**config.mk**
```make
export PLATFORM = sky130hd
export DESIGN_NAME = usb_interface_rule_filter
export DESIGN_NICKNAME = d
export VERILOG_FILES = /design/src/hdl/uirf_pkg.sv /design/src/hdl/uirf_ctrl.sv /design/src/hdl/uirf_dp.sv /design/src/hdl/usb_interface_rule_filter.sv
export SDC_FILE = /design/constraint.sdc
export NUM_CORES = 1
export LEC_CHECK = 0
export BUFFER_PORTS_ARGS = -buffer_cell sky130_fd_sc_hd__buf_2
export CORE_AREA = 4 4 434 436
export CTS_BUF_LIST = sky130_fd_sc_hd__clkbuf_8
export CTS_CLUSTER_SIZE = 30
export DETAILED_ROUTE_END_ITERATION = 7
export DIE_AREA = 0 0 438 440
export PLACE_DENSITY = 0.38
export SYNTH_ARGS = -nofsm -noshare
export SYNTH_HDL_FRONTEND = slang
export SYNTH_SLANG_ARGS = --single-unit
```
**constraint.sdc**
```tcl
create_clock -name clk -period 9.85 [get_ports clk]
set_input_delay 1.97 -clock clk [delete_from_list [all_inputs] [get_ports clk]]
set_output_delay 1.97 -clock clk [all_outputs]
set_load 0.005 [all_outputs]
```
**src/hdl/uirf_pkg.sv**
```systemverilog
`timescale 1ns / 1ps
// ----------------------------------------------------------------------------
// uirf_pkg - shared types and constants for the USB interface rule filter
// Rule layout, command codes, controller states and the control/status
// bundles that join the controller to the datapath.
// ----------------------------------------------------------------------------
package uirf_pkg;

	// Table geometry
	localparam int MAX_RULES = 16;
	localparam int IDX_W     = (MAX_RULES > 1) ? $clog2(MAX_RULES) : 1;
	localparam int COUNT_W   = $clog2(MAX_RULES + 1);

	// Field constants
	localparam logic [7:0] HUB_CLASS   = 8'd9;
	localparam int         CLASS_SHIFT = 8;
	localparam int         OUT_IDX_W   = 4;

	// Enable bits of a rule mask
	localparam int MASK_W       = 6;
	localparam int MB_CLASS     = 0;
	localparam int MB_SUBCLASS  = 1;
	localparam int MB_PROTOCOL  = 2;
	localparam int MB_VENDOR    = 3;
	localparam int MB_PRODUCT   = 4;
	localparam int MB_FOCUS     = 5;

	// Stream payload widths
	localparam int IN_DATA_W  = 64;
	localparam int OUT_DATA_W = 16;

	typedef enum logic [1:0] {
		CMD_APPEND = 2'd0,
		CMD_CHECK  = 2'd1,
		CMD_CLEAR  = 2'd2
	} command_t;

	typedef enum logic [1:0] {
		ST_IDLE,
		ST_EXEC,
		ST_SCAN,
		ST_DONE
	} ctrl_state_t;

	typedef struct packed {
		logic              allow;
		logic              focus;
		logic [15:0]       pid;
		logic [15:0]       vid;
		logic [7:0]        proto;
		logic [7:0]        subcls;
		logic [7:0]        cls;
		logic [MASK_W-1:0] mask;
	} rule_t;

	// Controller -> datapath
	typedef struct packed {
		logic capture;   // latch the incoming transfer
		logic exec;      // run append/clear, start a scan
		logic scan;      // one rule compare per cycle
		logic finish;    // load the result register
	} dp_cmd_t;

	// Datapath -> controller
	typedef struct packed {
		logic needs_scan;
		logic hit;
		logic scan_end;
		logic slot_free;
	} dp_sts_t;

	function automatic logic rule_hit(rule_t r, logic [7:0] cls, logic [7:0] sub,
		logic [15:0] vid, logic [15:0] pid);
		rule_hit = (!r.mask[MB_CLASS]    || (r.cls == cls))    &&
		           (!r.mask[MB_SUBCLASS] || (r.subcls == sub)) &&
		           (!r.mask[MB_PROTOCOL] || (r.proto == 8'd0)) &&
		           (!r.mask[MB_VENDOR]   || (r.vid == vid))    &&
		           (!r.mask[MB_PRODUCT]  || (r.pid == pid))    &&
		           (!r.mask[MB_FOCUS]    || r.focus);
	endfunction

endpackage

```
**src/hdl/uirf_ctrl.sv**
```systemverilog
`timescale 1ns / 1ps
// ----------------------------------------------------------------------------
// uirf_ctrl - command sequencer
// Accepts one transfer, runs it through execute and, if needed, rule scan,
// and hands the result to the output register once that register has room.
// ----------------------------------------------------------------------------
module uirf_ctrl (
	input  logic              clk,
	input  logic              arst_n,
	input  logic              in_valid,
	output logic              in_ready,
	input  uirf_pkg::dp_sts_t sts,
	output uirf_pkg::dp_cmd_t cmd
);
	import uirf_pkg::*;

	ctrl_state_t state_q, state_d;

	always_ff @(posedge clk or negedge arst_n) begin
		if (!arst_n) begin
			state_q <= ST_IDLE;
		end else begin
			state_q <= state_d;
		end
	end

	always_comb begin
		state_d  = state_q;
		cmd      = '0;
		in_ready = 1'b0;
		case (state_q)
			ST_IDLE: begin
				in_ready = 1'b1;
				if (in_valid) begin
					cmd.capture = 1'b1;
					state_d     = ST_EXEC;
				end
			end
			ST_EXEC: begin
				cmd.exec = 1'b1;
				state_d  = sts.needs_scan ? ST_SCAN : ST_DONE;
			end
			ST_SCAN: begin
				cmd.scan = 1'b1;
				if (sts.hit || sts.scan_end) begin
					state_d = ST_DONE;
				end
			end
			ST_DONE: begin
				// hold until the result register is free
				if (sts.slot_free) begin
					cmd.finish = 1'b1;
					state_d    = ST_IDLE;
				end
			end
			default: begin
				state_d = ST_IDLE;
			end
		endcase
	end

endmodule

```
**src/hdl/uirf_dp.sv**
```systemverilog
`timescale 1ns / 1ps
// ----------------------------------------------------------------------------
// uirf_dp - rule table and compare datapath
// Holds the rule memory, rule count, running device verdict, the scan
// pipeline (registered read, then compare) and the result register.
// ----------------------------------------------------------------------------
module uirf_dp (
	input  logic                              clk,
	input  logic                              arst_n,
	input  uirf_pkg::dp_cmd_t                 cmd,
	output uirf_pkg::dp_sts_t                 sts,
	input  logic [1:0]                        in_user,
	input  logic [uirf_pkg::IN_DATA_W-1:0]    in_data,
	input  logic                              in_last,
	output logic                              out_valid,
	input  logic                              out_ready,
	output logic [uirf_pkg::OUT_DATA_W-1:0]   out_data,
	output logic                              out_last
);
	import uirf_pkg::*;

	// Latched transfer
	logic [1:0]        cmd_q;
	logic [15:0]       vid_q;
	logic [15:0]       pid_q;
	logic [15:0]       cc_q;
	logic              last_q;
	logic [MASK_W-1:0] mask_q;
	logic [7:0]        proto_q;
	logic              focus_q;
	logic              allow_q;

	// Table state
	rule_t              mem [MAX_RULES];
	logic [COUNT_W-1:0] count_q;
	logic               acc_q;
	logic               full_q;

	// Scan
	logic [COUNT_W-1:0] walk_q;
	logic [COUNT_W-1:0] rd_idx;
	logic               issue;
	rule_t              rd_s1;
	logic [COUNT_W-1:0] rd_idx_s1;
	logic               rd_vld_s1;
	logic               match_q;
	logic [IDX_W-1:0]   match_idx_q;
	logic               match_allow_q;

	// Result
	logic [OUT_DATA_W-1:0]  out_data_q;
	logic                   out_last_q;
	logic                   out_valid_q;
	logic [OUT_DATA_W-1:0]  res_data;
	logic                   res_last;

	logic [7:0]             cls;
	logic [7:0]             sub;
	logic                   is_hub;
	logic                   table_full;
	logic                   hit;
	rule_t                  new_rule;
	logic [IDX_W+OUT_IDX_W-1:0] idx_wide;
	logic                   r_allowed;
	logic                   r_matched;
	logic                   r_dev;

	assign cls        = cc_q[CLASS_SHIFT +: 8];
	assign sub        = cc_q[7:0];
	assign is_hub     = (cls == HUB_CLASS);
	assign table_full = (count_q >= COUNT_W'(MAX_RULES));

	assign new_rule.allow  = allow_q;
	assign new_rule.focus  = focus_q;
	assign new_rule.pid    = pid_q;
	assign new_rule.vid    = vid_q;
	assign new_rule.proto  = proto_q;
	assign new_rule.subcls = sub;
	assign new_rule.cls    = cls;
	assign new_rule.mask   = mask_q;

	// Capture the transfer
	always_ff @(posedge clk) begin
		if (cmd.capture) begin
			cmd_q   <= in_user;
			vid_q   <= in_data[15:0];
			pid_q   <= in_data[31:16];
			cc_q    <= in_data[47:32];
			mask_q  <= in_data[53:48];
			proto_q <= in_data[61:54];
			focus_q <= in_data[62];
			allow_q <= in_data[63];
			last_q  <= in_last;
		end
	end

	// Rule memory: append writes at the fill point
	always_ff @(posedge clk) begin
		if (cmd.exec && (cmd_q == CMD_APPEND) && !table_full) begin
			mem[count_q[IDX_W-1:0]] <= new_rule;
		end
	end

	always_ff @(posedge clk or negedge arst_n) begin
		if (!arst_n) begin
			count_q <= '0;
			full_q  <= 1'b0;
		end else if (cmd.exec) begin
			full_q <= (cmd_q == CMD_APPEND) && table_full;
			if ((cmd_q == CMD_APPEND) && !table_full) begin
				count_q <= count_q + COUNT_W'(1);
			end else if (cmd_q == CMD_CLEAR) begin
				count_q <= '0;
			end
		end
	end

	// Scan: read one rule a cycle, compare it the cycle after
	assign sts.needs_scan = (cmd_q == CMD_CHECK) && !is_hub && (count_q != '0);
	assign issue  = (cmd.exec && sts.needs_scan) || (cmd.scan && (walk_q < count_q));
	assign rd_idx = cmd.exec ? '0 : walk_q;

	always_ff @(posedge clk) begin
		rd_s1     <= mem[rd_idx[IDX_W-1:0]];
		rd_idx_s1 <= rd_idx;
	end

	always_ff @(posedge clk or negedge arst_n) begin
		if (!arst_n) begin
			rd_vld_s1 <= 1'b0;
			walk_q    <= '0;
		end else begin
			rd_vld_s1 <= issue;
			if (issue) begin
				walk_q <= rd_idx + COUNT_W'(1);
			end
		end
	end

	assign hit          = rd_vld_s1 && rule_hit(rd_s1, cls, sub, vid_q, pid_q);
	assign sts.hit      = hit;
	assign sts.scan_end = rd_vld_s1 && (rd_idx_s1 == (count_q - COUNT_W'(1)));

	always_ff @(posedge clk or negedge arst_n) begin
		if (!arst_n) begin
			match_q <= 1'b0;
		end else if (cmd.exec) begin
			match_q <= 1'b0;
		end else if (cmd.scan && hit) begin
			match_q <= 1'b1;
		end
	end

	always_ff @(posedge clk) begin
		if (cmd.exec) begin
			match_idx_q   <= '0;
			match_allow_q <= 1'b0;
		end else if (cmd.scan && hit) begin
			match_idx_q   <= rd_idx_s1[IDX_W-1:0];
			match_allow_q <= rd_s1.allow;
		end
	end

	// Result assembly
	assign idx_wide  = {{OUT_IDX_W{1'b0}}, match_idx_q};
	assign r_matched = (cmd_q == CMD_CHECK) && !is_hub && match_q;
	assign r_allowed = r_matched && match_allow_q;
	assign r_dev     = acc_q | r_allowed;

	always_ff @(posedge clk or negedge arst_n) begin
		if (!arst_n) begin
			acc_q <= 1'b0;
		end else if (cmd.finish && (cmd_q == CMD_CHECK)) begin
			acc_q <= last_q ? 1'b0 : r_dev;
		end
	end

	always_comb begin
		res_data = '0;
		res_last = 1'b0;
		case (cmd_q)
			CMD_APPEND: begin
				res_data[0] = full_q;
			end
			CMD_CHECK: begin
				res_data[1]   = r_allowed;
				res_data[2]   = r_matched;
				res_data[6:3] = r_matched ? idx_wide[OUT_IDX_W-1:0] : '0;
				res_data[7]   = is_hub;
				res_data[8]   = r_dev;
				res_last      = last_q;
			end
			default: begin
				res_data = '0;
			end
		endcase
	end

	always_ff @(posedge clk) begin
		if (cmd.finish) begin
			out_data_q <= res_data;
			out_last_q <= res_last;
		end
	end

	always_ff @(posedge clk or negedge arst_n) begin
		if (!arst_n) begin
			out_valid_q <= 1'b0;
		end else if (cmd.finish) begin
			out_valid_q <= 1'b1;
		end else if (out_ready) begin
			out_valid_q <= 1'b0;
		end
	end

	assign sts.slot_free = !out_valid_q || out_ready;
	assign out_valid     = out_valid_q;
	assign out_data      = out_data_q;
	assign out_last      = out_last_q;

endmodule

```
**src/hdl/usb_interface_rule_filter.sv**
```systemverilog
`timescale 1ns / 1ps
// ----------------------------------------------------------------------------
// usb_interface_rule_filter - first-match allow/deny filter for USB interfaces
// Ordered rule table with append, clear and check commands.
// ----------------------------------------------------------------------------
// Usage:
//   Slave stream s_axis carries one command per transfer; tuser selects it
//   (append rule, check interface, clear table) and tlast marks the last
//   interface of a device on a check. Master stream m_axis returns exactly one
//   result transfer per command; tlast is set on the result of a device's
//   last interface, whose device_allowed bit is then the final verdict.
//   Append, clear, hub checks and checks against an empty table go from
//   capture to execute to the result register. A check walks the table one
//   rule per cycle from the single read port of the rule memory, the read
//   registered ahead of the compare, and stops at the first matching rule
//   or after the last rule when none matches.
//   One command is in flight at a time; s_axis_tready is high only while the
//   sequencer is idle, and a new command is taken while a result still waits.
//   If m_axis stalls, the finished result is held in the sequencer until the
//   output register frees; no result is dropped or repeated.
//   Reset empties the table and clears the running device verdict; rule
//   entries need no clearing since only entries below the count are read.
// ----------------------------------------------------------------------------
module usb_interface_rule_filter (
	input  logic                            clk,
	input  logic                            arst_n,
	input  logic                            s_axis_tvalid,
	output logic                            s_axis_tready,
	// vendor_id[15:0], product_id[31:16], class_code[47:32], rule_mask[53:48],
	// rule_protocol[61:54], rule_focus[62], rule_allow[63]
	input  logic [uirf_pkg::IN_DATA_W-1:0]  s_axis_tdata,
	// command[1:0]
	input  logic [1:0]                      s_axis_tuser,
	// last_interface
	input  logic                            s_axis_tlast,
	output logic                            m_axis_tvalid,
	input  logic                            m_axis_tready,
	// status[0], iface_allowed[1], rule_matched[2], matched_rule[6:3],
	// hub_rejected[7], device_allowed[8], zero[15:9]
	output logic [uirf_pkg::OUT_DATA_W-1:0] m_axis_tdata,
	// device_done
	output logic                            m_axis_tlast
);
	import uirf_pkg::*;

	dp_cmd_t cmd;
	dp_sts_t sts;

	// Sequencer: accept, execute, scan, deliver
	uirf_ctrl u_ctrl (
		.clk      (clk),
		.arst_n   (arst_n),
		.in_valid (s_axis_tvalid),
		.in_ready (s_axis_tready),
		.sts      (sts),
		.cmd      (cmd)
	);

	// Rule table, comparator and result register
	uirf_dp u_dp (
		.clk       (clk),
		.arst_n    (arst_n),
		.cmd       (cmd),
		.sts       (sts),
		.in_user   (s_axis_tuser),
		.in_data   (s_axis_tdata),
		.in_last   (s_axis_tlast),
		.out_valid (m_axis_tvalid),
		.out_ready (m_axis_tready),
		.out_data  (m_axis_tdata),
		.out_last  (m_axis_tlast)
	);

	// Never overwrite a result that the receiver has not taken
	a_no_overwrite: assert property (@(posedge clk) disable iff (!arst_n)
		cmd.finish |-> (!m_axis_tvalid || m_axis_tready))
		else $error("result register overwritten while stalled");

	// One command in flight: no transfer accepted right after another
	a_one_in_flight: assert property (@(posedge clk) disable iff (!arst_n)
		(s_axis_tvalid && s_axis_tready) |=> !s_axis_tready)
		else $error("input accepted while a command is in progress");

	// A hub interface never reports a rule match or an allow
	a_hub_denied: assert property (@(posedge clk) disable iff (!arst_n)
		(m_axis_tvalid && m_axis_tdata[7]) |-> (!m_axis_tdata[1] && !m_axis_tdata[2]))
		else $error("hub interface reported as matched or allowed");

	// The device verdict covers every allowed interface
	a_dev_covers_iface: assert property (@(posedge clk) disable iff (!arst_n)
		(m_axis_tvalid && m_axis_tdata[1]) |-> m_axis_tdata[8])
		else $error("allowed interface missing from device verdict");

endmodule
```
==> results of run 1 <==
stage by stage:
stage          utilization, %  setup slack [ns]  std cells  total power [mW]  hold WS (ns)
2_1_floorplan               -             2.055       2831             9.289        0.4399
3_3_place_gp            26.70             5.734       5267             10.97        0.4895
3_5_place_dp            26.70             5.703       5267             10.96        0.4965
4_1_cts                 28.83             5.675       5655             15.34        0.5110
5_1_grt                 28.84             5.517       5664             15.94        0.5601
6_report                28.84             5.769       5664             15.00        0.5012
logic make-up (layout without fill, tap and decap cells):
family / after synthesis / in the layout / share of synthesized area, %
DFF: 1192 / 1192 / 76.21
AOI/OAI and AO/OA: 676 / 676 / 8.701
muxes: 393 / 393 / 9.108
and+or+nand+nor: 288 / 288 / 2.675
buffers and inverters: 206 / 550 / 1.876
xor gates and xnor gates: 56 / 56 / 1.069
adders and majority gates: 13 / 13 / 0.3545
other: 1 / 16 / 0.008173
registers in the layout, summed over array words and instances, names as in the netlist, 5 cells and up:
register / flops
u_dp.mask_q: 6
u_dp.proto_q: 8
u_dp.rd_idx_s1: 5
u_dp.vid_q: 16
u_dp.mem: 1024
u_dp.walk_q: 5
u_dp.cc_q: 16
u_dp.count_q: 5
u_dp.out_data: 9
u_dp.pid_q: 16
u_dp.rd_s1: 64
worst paths after layout:
| kind | cells after the start | from | endpoint |
|---|---|---|---|
| max in group asynchronous | 1 | arst_n | u_dp.walk_q[0]$_DFFE_PN0P_ |
| setup reg to reg | 7 | u_ctrl.state_q[1]$_DFFE_PN0P_ | u_dp.mem[15][32]$_DFFE_PP_ |
| min in group asynchronous | 1 | arst_n | u_dp.walk_q[2]$_DFFE_PN0P_ |
| hold / removal | 2 | u_dp.match_idx_q[2]$_SDFFE_PP0P_ | u_dp.match_idx_q[2]$_SDFFE_PP0P_ |
| setup / recovery | 7 | u_ctrl.state_q[1]$_DFFE_PN0P_ | u_dp.mem[15][32]$_DFFE_PP_ |
| hold reg to reg | 2 | u_dp.match_idx_q[2]$_SDFFE_PP0P_ | u_dp.match_idx_q[2]$_SDFFE_PP0P_ |
cells in the mapped netlist (all sizes together), types with 22 or more instances:
master  count
a32o       64
a221oi     64
buf        83
clkbuf    101
xnor2      52
nand2     203
dfxtp      74
edfxtp   1101
mux2i     197
nor2       22
a21oi     328
mux2      196
o21ai     208
metal layers:
metal | up-vias | share of wire (%)
met5 | - | 0
met4 | 0 | 2.4
met3 | 229 | 3.5
met2 | 481 | 50
met1 | 12890 | 44
li1 | 11400 | -
power breakdown:
part / leakage, nW / internal [mW] / switching [mW]
clock: 2.30 / 2.21 / 2.06
combinational: 4.60 / 1.54 / 2.78
sequential: 10.7 / 6.02 / 0.405
final cells by class:
type	instances	area [um2]	area share [%]
timing repair buffer	140	895.9	1.682
sequential	1192	34980	65.69
antenna	9	22.52	0.04230
clock buffer	230	3166	5.945
clock inverter	158	752.0	1.412
inverter	22	85.08	0.1598
multi-input combinational	1433	10240	19.24
tap	2480	3103	5.827
critical path, stage by stage, from the launching register on:
cell and delay (ns):
dfrtp_1 0.41, inv_1 0.11, ha_1 0.15, buf_4 0.25
nand3_1 0.58, or3_1 0.75, nor2_4 0.62, buf_4 0.78
==> summary.md, run 1 <==
| Metric | Value |
|---|---|
| Outcome | `complete, no violations` |
| Endpoints failing setup | `0` |
| Synthesized area | `~46000 um2` |
| Worst-path clk slew | `0.06 ns` |
| 1st-iter DRT viols | `1419` |
| CTS buffer count | `208` |
| Seq/Total Area, Yosys | `76.21%` |
| Clock root buffer | `clkbuf_8` |
| Area contributors post-synth | `edfxtp_1 72%, mux2_2 4.8%, mux2i_1 4.3%, a21oi_1 3.6%, dfxtp_1 3.2%` |
| Hold crit path type | `reg2reg` |
| Finished Cell Area | `53250 um2` |
| Dpl hpwl | `66220 um` |
| Final ANT Viol Nets | `0` |
| Setup TNS | `0 ns` |
| CP Class | `reg2reg` |
| Most used flip-flop cell after synthesis | `edfxtp_1` |
| Fin. max-slew vios | `0` |
| CTS resizes | `0` |
| RSZ-0062 raised after global routing | `false` |
| Worst-Margin Slew | `1.190 ns` |
| Placed inst area | `49310 um2` |
| DR pass1 iterations | `5` |
| Crit path DAT | `4.59 ns` |
| Overall Global Routing Usage | `13.23%` |
| Synth Warn # | `0` |
| Largest net degree at the start of global routing | `149` |
| Total Routed Length | `about 130000 um` |
| Routed length per instance | `roughly 23 um` |
| Setup Skew | `0.03514 ns` |
| Maximum buffer depth of the clock tree | `3` |
| CP required | `10.36 ns` |
| Met2 usage | `between 20% and 30%` |
| Synth-to-Final Area Change | `16.04%` |
| Die H | `440 um` |
| Hold buffer count at cts | `0` |
| Worst skew pair latency | `0.89 ns` |
| Gr busiest metal | `met2` |
| CTS tree | `built` |
| Most frequent cells in the layout | `1101 x edfxtp_1, 327 x a21oi_1, 230 x clkbuf_8` |
| Vias per inst | `around 4.4` |
| Largest area contributor in the netlist | `edfxtp_1` |
| Asr flop ratio synth | `around 1.4%` |
| Vias post-DR | `25000` |
| Initial Utilization | `24.85%` |
| Hold Fails Final Rpt | `0` |
| H-tree depth | `4` |
| Yosys reg bits | `1192` |
| Number of global-route vias before repair | `26220` |
| Commonest non-fill, non-tap cell in the layout | `edfxtp_1` |
| Port bufs | `82` |
| DIE AREA | `192700 um2` |
| DRC | `0` |
| CORE AREA | `between 150000 and 200000 um2` |
| Final Critical Period | `4.081 ns` |
| Max Freq | `roughly 250 MHz` |
| Worst R2R Setup Slack | `~5.8 ns` |
| Netlist cell types | `45` |
| Setup Buffers After CTS | `0` |
| Nets@finish | `3081` |
| Fraction of synthesized cell area taken by the top area cell type | `72.05%` |
| Avg Cell Area, Syn | `16.24 um2` |
| Number of synthesized flops with an enable pin | `1101` |
| Die X | `roughly 440 um` |
| Cells after synthesis | `around 2800` |
| Critical path peak fanout | `46` |
| GR Util met1 | `around 17%` |
| First-pass GRT wire length | `186600 um` |
| # IOs | `90` |
| Leak | `between 15 and 20 nW` |
| Share of cells above drive strength 1 | `19.75%` |
| Clk sinks | `1192` |
| Slew HR | `20.65%` |
| Initial antenna violation count | `5` |
| PD cells | `281.8 nW/um2` |
| Layout filler cell count | `18630` |
| FP Rows | `158` |
| Met3 Usage GRT | `2.447%` |
| Final worst path period share | `41.43%` |
| Worst Setup End Kind | `flip-flop` |
| Max cap viols | `0` |
| Gpl congestion | `0.6910` |
| Setup crit start kind | `flip-flop` |
| Grt total ovfl | `0` |
| Peak supply drop | `0.2396 mV` |
Note: power is estimated with default switching activity, not from simulation.
==> inputs of run 2 (changes only) <==
clock period = 4.2 ns   (was 9.85 ns; I/O delays follow)
==> run 2 against run 1 <==
Effect of this change: utilization increased by 0.49 points; combinational power increased by 140%; register-to-register slack got worse by 4.7 ns; critical endpoint is now u_ctrl.state_q[0]$_DFFE_PN0P_; largest power group unchanged; highest routed layer unchanged.
==> summary.md, run 2 (synthesized netlist as in run 1, its figures left out) <==
| Metric | Value |
|---|---|
| Outcome | `complete, no violations (unchanged)` |
| Peak supply drop | `0.6017 mV (was 0.2396 mV)` |
| Worst Slack Setup Final | `1.058 ns (was 5.769 ns)` |
| Setup Buffers After CTS | `0 (unchanged)` |
| Post-Place Worst Slack | `0.9205 ns (was 5.703 ns)` |
| Overall Global Routing Usage | `13.75% (was 13.23%)` |
| CP Class | `reg2reg (unchanged)` |
| Initial Utilization | `24.85% (unchanged)` |
| CTS resizes | `0 (unchanged)` |
| PD cells | `656.2 nW/um2 (was 281.8 nW/um2)` |
| First-pass GRT wire length | `193100 um (was 186600 um)` |
| Hold crit path type | `in2reg (was reg2reg)` |
| Die X | `438 um (unchanged)` |
| FF-to-FF End | `u_ctrl.state_q[0]$_DFFE_PN0P_ (was u_dp.mem[15][32]$_DFFE_PP_)` |
| Final Util | `29.33% (was 28.84%)` |
| Port bufs | `82 (unchanged)` |
| Grt total ovfl | `0 (unchanged)` |
| Initial antenna violation count | `11 (was 5)` |
| Dpl hpwl | `63850 um (was 66220 um)` |
| Worst Setup End Kind | `flip-flop (unchanged)` |
| RSZ-0062 raised after global routing | `false (unchanged)` |
| Critical path peak fanout | `17 (was 46)` |
| Vias per inst | `4.418 (was 4.414)` |
| Slew HR | `37.06% (was 20.65%)` |
| CTS tree | `built (unchanged)` |
| Die H | `440 um (unchanged)` |
| CORE AREA | `184600 um2 (unchanged)` |
| 1st-iter DRT viols | `1521 (was 1419)` |
| Final ANT Viol Nets | `0 (unchanged)` |
| Vias post-DR | `25200 (was 25000)` |
| Setup Skew | `0.04818 ns (was 0.03514 ns)` |
| Worst R2R Setup Slack | `1.06 ns (was 5.77 ns)` |
| DR pass1 iterations | `5 (unchanged)` |
| Layout filler cell count | `18500 (was 18630)` |
| CTS buffer count | `208 (unchanged)` |
| Fin. max-slew vios | `0 (unchanged)` |
| WHS Endpoint | `u_dp.cc_q[8]$_DFFE_PP_ (was u_dp.match_idx_q[2]$_SDFFE_PP0P_)` |
| DRC | `0 (unchanged)` |
| Max cap viols | `0 (unchanged)` |
| Hold buffer count at cts | `30 (was 0)` |
| Hold Fails Final Rpt | `0 (unchanged)` |
| FP Rows | `158 (unchanged)` |
| Setup TNS | `0 ns (unchanged)` |
| # IOs | `90 (unchanged)` |
| Number of global-route vias before repair | `26850 (was 26220)` |
| Share of cells above drive strength 1 | `19.88% (was 19.75%)` |
| Routed length per instance | `23.50 um (was 22.90 um)` |
| WHS Path Cells | `1 (was 2)` |
| FF-to-FF path depth | `7 (unchanged)` |
| Crit path DAT | `3.91 ns (was 4.59 ns)` |
| Largest net degree at the start of global routing | `132 (was 149)` |
| Most frequent cells in the layout | `1101 x edfxtp_1, 327 x a21oi_1, 233 x clkbuf_8 (was 1101 x edfxtp_1, 327 x a21oi_1, 230 x clkbuf_8)` |
| Commonest non-fill, non-tap cell in the layout | `edfxtp_1 (unchanged)` |
| Worst-path clk slew | `0.06 ns (about the same)` |
| Final worst path period share | `74.82% (was 41.43%)` |
| Final Critical Period | `3.142 ns (was 4.081 ns)` |
| DIE AREA | `192700 um2 (unchanged)` |
| Clk sinks | `1192 (unchanged)` |
| Endpoints failing setup | `0 (unchanged)` |
| Worst-Margin Slew | `0.9441 ns (was 1.190 ns)` |
| Worst skew pair latency | `0.91 ns (was 0.89 ns)` |
| FF-to-FF Start | `u_dp.vid_q[2]$_DFFE_PP_ (was u_ctrl.state_q[1]$_DFFE_PN0P_)` |
| H-tree depth | `4 (unchanged)` |
| Total Routed Length | `134000 um (was 129700 um)` |
| Setup crit start kind | `flip-flop (unchanged)` |
| Max FFs per register | `1024 (unchanged)` |
| Max Freq | `318.2 MHz (was 245.0 MHz)` |
| Leak | `18.08 nW (was 17.64 nW)` |
| CP required | `4.97 ns (was 10.36 ns)` |
| Clock root buffer | `clkbuf_8 (unchanged)` |
| Synth-to-Final Area Change | `18.01% (was 16.04%)` |
| Nets@finish | `3126 (was 3081)` |
| Maximum buffer depth of the clock tree | `3 (unchanged)` |
| Min-delay src | `s_axis_tdata[40] (was u_dp.match_idx_q[2]$_SDFFE_PP0P_)` |
| Gpl congestion | `0.6676 (was 0.6910)` |
-- run 2: cell types whose count changed in the layout (fill, tap and decap cells not counted), sizes merged --
cell         before  now
inv             111  137
clkinvlp          9    5
clkbuf          230  233
bufinv            3    1
clkinv           57   33
buf             140  155
diode             9    4
dlygate4sd3       0   30
-- run 2: cell type report --
type                       instances  area, um2  area share [%]
antenna                            4      10.01         0.01849
clock buffer                     233       3207           5.922
clock inverter                   154      715.7           1.322
inverter                          22      85.08          0.1571
multi-input combinational       1433      10340           19.10
sequential                      1192      34980           64.60
tap                             2480       3103           5.730
timing repair buffer             185       1709           3.156
-- run 2: worst max-delay path, cell delays in order (launching register included) --
cell	delay, ns
edfxtp_1	0.59
xnor2_1	0.32
nand4_1	0.28
o41ai_2	0.76
nand3_1	0.32
o221ai_1	0.26
o221ai_1	0.18
mux2_2	0.30
-- run 2: where the power goes --
| part | internal, mW | total, mW | leakage, nW | switching (mW) |
|---|---|---|---|---|
| combinational | 3.85 | 10.5 | 4.95 | 6.65 |
| sequential | 14.1 | 15.0 | 10.7 | 0.921 |
| clock | 5.14 | 10.0 | 2.39 | 4.87 |
| total | 23.1 | 35.5 | 18.1 | 12.4 |
-- run 2: worst max path at each step --
stage                                        from                       endpoint  slack, ns
floorplan           u_ctrl.state_q[1]$_DFFE_PN0P_      u_dp.mem[10][0]$_DFFE_PP_      -1.04
global placement          u_dp.vid_q[2]$_DFFE_PP_  u_ctrl.state_q[1]$_DFFE_PN0P_       1.01
detailed placement        u_dp.vid_q[2]$_DFFE_PP_  u_ctrl.state_q[0]$_DFFE_PN0P_       0.92
CTS                       u_dp.vid_q[2]$_DFFE_PP_  u_ctrl.state_q[0]$_DFFE_PN0P_       0.92
global route              u_dp.vid_q[2]$_DFFE_PP_  u_ctrl.state_q[1]$_DFFE_PN0P_       0.82
finish                    u_dp.vid_q[2]$_DFFE_PP_  u_ctrl.state_q[0]$_DFFE_PN0P_       1.06
-- run 2: metal layers --
metal | share of wire, % | vias up | track usage, %
met5 | 0 | - | 0
met4 | 2.2 | 0 | 4.092
met3 | 3.6 | 207 | 2.360
met2 | 49 | 477 | 23.42
met1 | 45 | 13030 | 17.89
li1 | - | 11480 | -
-- run 2: stage by stage --
step / total power, mW / hold slack (ns) / std cells / cell area, um2
final: 35.53 / 0.1366 / 5703 / 54150
after global routing: 37.68 / 0.03987 / 5703 / 54150
after floorplan: 21.81 / 0.4399 / 2831 / 45980
after detailed placement: 26.00 / 0.4954 / 5282 / 49920
after global placement: 26.01 / 0.5104 / 5282 / 49920
after CTS: 36.32 / 0.002159 / 5699 / 54140
==> inputs of run 3 (changes only) <==
clock period = 2.9 ns   (was 4.2 ns; I/O delays follow)
==> run 3 against run 2 <==
Effect of this change: wire length up 2.0%; cell count rose by 1.9%; clock skew fell by 0.00073 ns; first-iteration DRC count rose by 4.8%; register-to-register slack worse by 0.94 ns; global-route usage up 0.25 points; critical endpoint is now u_ctrl.state_q[1]$_DFFE_PN0P_; largest power group unchanged.
==> summary.md, run 3 (synthesized netlist as in run 1, its figures left out) <==
| Metric | Value |
|---|---|
| DIE AREA | `192700 um2 (unchanged)` |
| GR Util met1 | `18.82% (was 17.89%)` |
| Multi-input logic area | `10370 um2 (was 10340 um2)` |
| Placed inst area | `50720 um2 (was 49920 um2)` |
| Clock root buffer | `clkbuf_8 (unchanged)` |
| Layout filler cell count | `18530 (was 18500)` |
| Clk sinks | `1192 (unchanged)` |
| Met3 Usage GRT | `2.286% (was 2.360%)` |
| CORE AREA | `184600 um2 (unchanged)` |
| Nets@finish | `3235 (was 3126)` |
| PD cells | `943.0 nW/um2 (was 656.2 nW/um2)` |
| Hold crit path type | `in2reg (unchanged)` |
| Most frequent cells in the layout | `1101 x edfxtp_1, 327 x a21oi_1, 231 x clkbuf_8 (was 1101 x edfxtp_1, 327 x a21oi_1, 233 x clkbuf_8)` |
| Setup Skew | `0.04745 ns (was 0.04818 ns)` |
| Synth-to-Final Area Change | `20.60% (was 18.01%)` |
| Share of cells above drive strength 1 | `21.60% (was 19.88%)` |
| Worst-Margin Slew | `0.7209 ns (was 0.9441 ns)` |
| Largest net degree at the start of global routing | `90 (was 132)` |
| Final worst path period share | `96.10% (was 74.82%)` |
| Dpl hpwl | `69480 um (was 63850 um)` |
| Post-Place Worst Slack | `-0.3984 ns (was 0.9205 ns)` |
| Peak supply drop | `0.6287 mV (was 0.6017 mV)` |
| Setup crit start kind | `flip-flop (unchanged)` |
| Gpl congestion | `0.6965 (was 0.6676)` |
| CP Capture Point | `u_ctrl.state_q[1]$_DFFE_PN0P_ (was u_ctrl.state_q[0]$_DFFE_PN0P_)` |
| CTS tree | `built (unchanged)` |
| Die H | `440 um (unchanged)` |
| Worst Setup End Kind | `flip-flop (unchanged)` |
| Final ANT Viol Nets | `0 (unchanged)` |
| Initial antenna violation count | `6 (was 11)` |
| Maximum buffer depth of the clock tree | `3 (unchanged)` |
| Fin. max-slew vios | `0 (unchanged)` |
| FP Rows | `158 (unchanged)` |
| 1st-iter DRT viols | `1594 (was 1521)` |
| Die X | `438 um (unchanged)` |
| Outcome | `complete, no violations (unchanged)` |
| Vias per inst | `4.405 (was 4.418)` |
| Port bufs | `82 (unchanged)` |
| Routed length per instance | `23.53 um (was 23.50 um)` |
| Worst Slack Setup Final | `0.1132 ns (was 1.058 ns)` |
| Total Routed Length | `136700 um (was 134000 um)` |
| Commonest non-fill, non-tap cell in the layout | `edfxtp_1 (unchanged)` |
| # IOs | `90 (unchanged)` |
| Worst R2R Setup Slack | `0.11 ns (was 1.06 ns)` |
| CP Class | `reg2reg (unchanged)` |
| Worst setup path startpoint | `u_dp.pid_q[6]$_DFFE_PP_ (was u_dp.vid_q[2]$_DFFE_PP_)` |
| Max FFs per register | `1024 (unchanged)` |
| Leak | `18.66 nW (was 18.08 nW)` |
| First-pass GRT wire length | `196400 um (was 193100 um)` |
| FF-to-FF path depth | `8 (was 7)` |
| CTS buffer count | `206 (was 208)` |
| Met2 usage | `23.39% (was 23.42%)` |
| Initial Utilization | `24.85% (unchanged)` |
| DRC | `0 (unchanged)` |
| Slew HR | `51.43% (was 37.06%)` |
| Final Util | `29.97% (was 29.33%)` |
| FF-to-FF End | `u_ctrl.state_q[1]$_DFFE_PN0P_ (was u_ctrl.state_q[0]$_DFFE_PN0P_)` |
| Crit path DAT | `3.56 ns (was 3.91 ns)` |
| Max cap viols | `0 (unchanged)` |
| RSZ-0062 raised after global routing | `false (unchanged)` |
| Final Critical Period | `2.787 ns (was 3.142 ns)` |
| Overall Global Routing Usage | `14.00% (was 13.75%)` |
| DR pass1 iterations | `5 (unchanged)` |
| Critical path peak fanout | `2 (was 17)` |
| Gr busiest metal | `met2 (unchanged)` |
| Worst skew pair latency | `0.90 ns (was 0.91 ns)` |
| Hold Fails Final Rpt | `0 (unchanged)` |
| H-tree depth | `4 (unchanged)` |
| Finished Cell Area | `55340 um2 (was 54150 um2)` |
| Max Freq | `358.8 MHz (was 318.2 MHz)` |
| CP required | `3.67 ns (was 4.97 ns)` |
| Vias post-DR | `25600 (was 25200)` |
| FF-to-FF Start | `u_dp.pid_q[6]$_DFFE_PP_ (was u_dp.vid_q[2]$_DFFE_PP_)` |
| Worst-path clk slew | `0.06 ns (about the same)` |
| Register area | `34980 um2 (unchanged)` |
| Endpoints failing setup | `0 (unchanged)` |
| Grt total ovfl | `0 (unchanged)` |
| Number of global-route vias before repair | `26830 (was 26850)` |
-- run 3: cell count changes in the layout (fill, tap and decap cells not counted), sizes merged, moves of 2 or more --
cell / previous run / this run
clkbuf: 233 / 231
inv: 137 / 130
clkinv: 33 / 39
buf: 155 / 227
dlygate4sd3: 30 / 69
bufinv: 1 / 3
-- run 3: critical path, cell delays in order (launching register included) --
cell	delay (ns)
edfxtp_1	0.40
xnor2_1	0.24
nand4_1	0.33
o41ai_2	0.67
buf_4	0.27
nand2_1	0.06
o221ai_1	0.16
o221ai_1	0.20
mux2_2	0.31
-- run 3: layout make-up --
class                   instances  share of cell area [%]
clock inverters               154                   1.330
flip-flops and latches       1192                   63.21
inverters                      22                  0.1538
multi-input cells            1433                   18.74
clock buffers                 231                   5.745
diodes                          3                 0.01357
repair buffers                296                   5.200
well taps                    2480                   5.607
-- run 3: where the power goes --
part | switching [mW] | internal, mW
clock | 6.98 | 7.54
combinational | 10.3 | 6.03
sequential | 0.882 | 20.4
-- run 3: worst min-delay path by stage --
| stage | from | to | slack [ns] | depth (start not counted) |
|---|---|---|---|---|
| 2_1_floorplan | arst_n | u_ctrl.state_q[0]$_DFFE_PN0P_ | 0.28 | 0 |
| 3_3_place_gp | u_dp.match_idx_q[2]$_SDFFE_PP0P_ | u_dp.match_idx_q[2]$_SDFFE_PP0P_ | 0.51 | 2 |
| 3_5_place_dp | u_dp.match_idx_q[3]$_SDFFE_PP0P_ | u_dp.match_idx_q[3]$_SDFFE_PP0P_ | 0.50 | 2 |
| 4_1_cts | s_axis_tvalid | u_ctrl.state_q[0]$_DFFE_PN0P_ | 0.12 | 3 |
| 5_1_grt | s_axis_tvalid | u_ctrl.state_q[0]$_DFFE_PN0P_ | 0.17 | 3 |
| 6_report | s_axis_tvalid | u_ctrl.state_q[0]$_DFFE_PN0P_ | 0.25 | 3 |
-- run 3: per-stage QoR --
stage / cells / TNS [ns] / power (mW) / hold slack [ns]
after floorplan: 2831 / -443.43 / 31.71 / 0.2844
after global placement: 5354 / -3.043 / 38.46 / 0.5114
after detailed placement: 5354 / -2.648 / 38.34 / 0.5048
after CTS: 5808 / 0 / 53.28 / 0.1230
after global routing: 5811 / 0 / 55.20 / 0.1734
final: 5811 / 0 / 52.18 / 0.2487
-- run 3: layer usage --
metal	routed length, um	part of all wire, %	vias up
met3	4306	3.1	203
met1	63850	47	13220
li1	-	-	11700
met5	13	0.0095	-
met4	2722	2.0	2
met2	65830	48	468
-- run 3: timing repair --
item	in CTS	in global routing
hold buffers	69	0
gates resized for setup	1	1
pin swaps	0	0
setup endpoints to repair	8	7
hold endpoints to repair	85	0
setup buffers	0	0
